`config.mk`:
```
export PLATFORM = sky130hd
export DESIGN_NAME = msie_ram
export DESIGN_NICKNAME = d
export VERILOG_FILES = /design/src/rtl/core/assert_macros.svh /design/src/rtl/core/msie_ram.sv
export SDC_FILE = /design/constraint.sdc
export NUM_CORES = 1
export LEC_CHECK = 0
export BUFFER_PORTS_ARGS = -buffer_cell sky130_fd_sc_hd__buf_2
export CORE_ASPECT_RATIO = 0.7
export CORE_MARGIN = 5
export CORE_UTILIZATION = 54
export CTS_CLUSTER_SIZE = 25
export DETAILED_ROUTE_END_ITERATION = 8
export HOLD_SLACK_MARGIN = 0.05
export PLACE_DENSITY = 0.82
export SLEW_MARGIN = 10
export SYNTH_ARGS = -nofsm -noshare
export SYNTH_HDL_FRONTEND = slang
export SYNTH_SLANG_ARGS = --single-unit
```
`constraint.sdc`:
```
create_clock -name clock -period 1.51 [get_ports clock]
set_input_delay 0.0755 -clock clock [delete_from_list [all_inputs] [get_ports clock]]
set_output_delay 0.0755 -clock clock [all_outputs]
set_load 0.005 [all_outputs]
```
`src/rtl/core/assert_macros.svh`:
```
// ----------------------------------------------------------------------------
// Assertion macros
// Concurrent assertion wrappers shared by the core RTL. Define NO_ASSERTIONS
// to compile them out.
// ----------------------------------------------------------------------------
`ifndef ASSERT_MACROS_SVH
`define ASSERT_MACROS_SVH
`ifndef NO_ASSERTIONS
`define ASSERT_PROP(label, clk, rst, prop) \
   label: assert property (@(posedge clk) disable iff (rst) prop) \
      else $error("property violated");
`define ASSERT_NEVER(label, clk, rst, cond) \
   label: assert property (@(posedge clk) disable iff (rst) !(cond)) \
      else $error("forbidden condition seen");
`else
`define ASSERT_PROP(label, clk, rst, prop)
`define ASSERT_NEVER(label, clk, rst, cond)
`endif
`endif

```
`src/rtl/core/msie_ram.sv`:
```
// ----------------------------------------------------------------------------
// Generic RAM
// One write port, one read port, read data registered.
// ----------------------------------------------------------------------------
`timescale 1ns / 1ps
`default_nettype none

module msie_ram #(
   parameter int unsigned WIDTH = 8,
   parameter int unsigned DEPTH = 16
) (
   input  wire logic                     clock,
   input  wire logic                     wr_en,
   input  wire logic [$clog2(DEPTH)-1:0] wr_addr,
   input  wire logic [WIDTH-1:0]         wr_data,
   input  wire logic [$clog2(DEPTH)-1:0] rd_addr,
   output logic [WIDTH-1:0]              rd_data
);

   logic [WIDTH-1:0] ram_ff [DEPTH];
   logic [WIDTH-1:0] rd_data_ff;

   always_ff @(posedge clock) begin
      if (wr_en) begin
         ram_ff[wr_addr] <= wr_data;
      end
      rd_data_ff <= ram_ff[rd_addr];
   end

   assign rd_data = rd_data_ff;

endmodule

`default_nettype wire

```
# Word-level counts from Yosys, hierarchy flattened
# Memory sizes are Yosys's and may differ from the RTL's. A register that Yosys moved wholly into a read port is not among the register bits.
# Index checks and enable logic that the tools add are counted.
[word_totals] register_bits=0 memories=1 wordCells=3 inputBits=18 ramBits=128
[mem_list] name="ram_ff" depth=16 word_bits=8 rd=1 rd_ports_with_merged_regs=1 write_ports=1 line_no="msie_ram.sv:20" text="logic [WIDTH-1:0] ram_ff [DEPTH];"
[op_classes] n_mux=2
[op_table] cell="$mux W1" n=2

# Longest topological paths before layout
[depth] ltp_word=2 ltp_mapped=5 depth_no_buf=3

# Worst setup path after synthesis
# Ideal clock, no wire load.
[synth_path] kind="input to register" startpoint="in wr_addr[2]" endpoint="mem ram_ff[0][0], enable pin" slack_ns=-0.058 arrival_ns=1.185 n_path_buf=0 path_stages=2 path_cell_list="or3b_2 -> nor3_1"
[synth_rtl] item="start: declaration" line_no="msie_ram.sv:14" text="input wire logic [$clog2(DEPTH)-1:0] wr_addr,"
[synth_rtl] item="end: declaration" line_no="msie_ram.sv:20"
# Straight into the memory's write port.

==> results_dict.tcl <==
set metrics [dict create \
    p_int_w 0.00690 \
    ys_warn_count 0 \
    holdWs_ns 0.0635 \
    clk_path_buf_depth 2 \
    fmax_ghz 0.723 \
    start_kind "flip-flop" \
    tns_ns 0 \
    hold_viol 0 \
    highest_layer "met4" \
    crit_type "flip-flop to flip-flop" \
    synth-seq-cells 136 \
    rsz0062_at_grt "false" \
    detail_route.iter0.violations 329 \
    final_cell_mix "128 x edfxtp_1, 25 x buf_2, 21 x buf_4" \
    syn_avg_cell_area_sq_um 22.5 \
    initial_core_util_pct 56.1 \
    wirelength_mm 10.7 \
    power_frac_clock_pct 45.2 \
    power_frac_seq_pct 49.9 \
    dp.final_hpwl_mm 6.46 \
    cp_max_fo 1 \
    drc_errors 0 \
    hp-class "input port to flip-flop" \
    grt_max_degree 18 \
    vias 2554 \
    final_antenna_net_count 0 \
    routedLengthMet1_mm 4.35 \
    coreArea_sq_um 9180 \
    finClkSkew_ns 0.00571 \
    fin_crit_ns 1.38 \
    maxCapViolCount 0 \
    htreeDepth 4 \
    slowest_stage "mux4_1" \
    cts_tree "built" \
    required_ns 1.80 \
    drive_gt1_share_pct 30.1 \
    crit_path_max_incr_delay_ns 0.53 \
    dr_wl_met2_mm 5.21 \
    gp_congestion 0.800 \
    cts_made_buffers 17 \
    synthCells 229 \
    die_h_um 91.7 \
    cts_resized 0 \
    die_area_sq_um 11600 \
    grtUsageTotal_pct 19.8 \
    cp_cell_sequence "mux4_1, a22oi_1, nand2_1" \
    slew_headroom_pct 74.6 \
    layout_commonest_cell "edfxtp_1" \
    final_nets 308 \
    cts_root_buffer "clkbuf_16" \
    dr_wl_met3_um 982 \
    final_util_pct 66.9 \
    post-place-ws_ns 0.0333 \
    first_pass_iters 5 \
    avgRoutedWirePerCell_um 25.1 \
    p_per_area_nw_per_um2 1390 \
    syn_area_sq_um 5150 \
    p_sw_share_pct 19.0 \
    tightest_slew_ns 0.381 \
    rows 29 \
    worstSkewPairLatency_ns 0.41 \
    switching_power_w 0.00162 \
    status "finished clean" \
    layout_setup_ws_ns 0.128 \
    port_buffers 25 \
    grt_pass1_wl_mm 16.2 \
    leakagePower_nw 2.12 \
    ir_worst_vdd_mv 0.990 \
    vias_per_cell 6.00 \
    antenna_found_initial 0 \
    finalSetupViolCount 0 \
    antenna_cells 0 \
    overflow 0 \
    period_share_pct 91.5 \
    cts.clk_slew.worst_paths_ns 0.05 \
    syn_nets 247 \
    p_comb_share_pct 4.8 \
    die_width_um 127 \
    syn2layout_area_growth_pct 19.4 \
    r2r_slack_ns 0.13 \
    ys_types 19 \
    cts.sinks 136 \
    end_kind "flip-flop" \
    slew_viol_final 0 \
    grt_pass1_vias 2645 \
    critPathArrivalTime_ns 1.67 \
    io-pin-count 26 \
    synth-seq-area-share_pct 77.8 \
]
==> registers in the layout, indices dropped and copies added, names as in the netlist <==
name,flops
rd_data,8
ram_ff,128
==> synth_stat cells <==
master / number / area, sq um
a22oi_1: 16 / 120
and2_1: 1 / 6.26
and2b_1: 1 / 7.51
buf_2: 3 / 15.0
buf_4: 1 / 7.51
buf_6: 3 / 33.8
clkdlybuf4s25_2: 3 / 30.0
dfxtp_1: 8 / 160
edfxtp_1: 128 / 3840
mux4_1: 14 / 368
mux4_2: 18 / 405
nand2_1: 9 / 33.8
nand2b_1: 2 / 12.5
nand3_1: 1 / 5.00
nand3b_1: 2 / 15.0
nor2_1: 13 / 48.8
nor2b_1: 1 / 6.26
nor3_1: 4 / 20.0
or3b_2: 1 / 8.76
==> area by class of cell <==
class | instances | area (sq um)
clock buffer | 26 | 479
clock inverter | 5 | 72.6
fill | 563 | 3030
multi-input combinational | 83 | 1060
sequential | 136 | 4000
tap | 124 | 155
timing repair buffer | 52 | 373
==> cell families after synthesis <==
kind of cell / after synthesis / share of synthesized area, %
buf+inv: 10 / 1.68
flops: 136 / 77.8
simple gates: 35 / 3.18
mux: 32 / 15.0
compound gates: 16 / 2.33
==> power groups by stage <==
stage / logic [W] / clock network, W / registers, W
2_1_floorplan: 0.000215 / 0 / 0.00432
3_3_place_gp: 0.000388 / 0 / 0.00432
3_5_place_dp: 0.000403 / 0 / 0.00433
4_1_cts: 0.000417 / 0.00392 / 0.00426
5_1_grt: 0.000443 / 0.00412 / 0.00426
6_report: 0.000413 / 0.00386 / 0.00426
==> worst paths after layout <==
kind	startpoint	to	depth (start not counted)
min reg2reg	ram_ff[9][3]	rd_data[3]	3
max reg2reg	ram_ff[1][3]	rd_data[3]	3
min	wr_data[6]	ram_ff[14][6]	1
max	ram_ff[1][3]	rd_data[3]	3
==> worst max-delay path: cells and delay by family (launching register included) <==
kind	cells	cell delay, ns
AOI/OAI and AO/OA	1	0.28
and+or+nand+nor	1	0.09
muxes	1	0.53
DFF	1	0.36
==> through the flow <==
step | cells | total power, W | instance area, sq um
after detailed placement | 392 | 0.00473 | 5560
after CTS | 426 | 0.00860 | 6150
final | 426 | 0.00853 | 6150
after floorplan | 229 | 0.00453 | 5150
after global routing | 426 | 0.00883 | 6150
after global placement | 392 | 0.00471 | 5560
==> repair_timing <==
| action | in CTS | in global routing |
|---|---|---|
| setup buffers | 0 | 0 |
| hold endpoints to repair | 14 | 0 |
| endpoints found under the setup margin | 0 | 0 |
| hold buffers | 3 | 0 |
==> layer usage <==
| layer | up-vias | global-route usage (%) |
|---|---|---|
| li1 | 1096 | - |
| met1 | 1296 | 27.7 |
| met2 | 148 | 30.4 |
| met3 | 14 | 6.45 |
| met4 | 0 | 5.63 |
| met5 | - | 0 |
No activity file was read; power rests on OpenSTA's default activity.
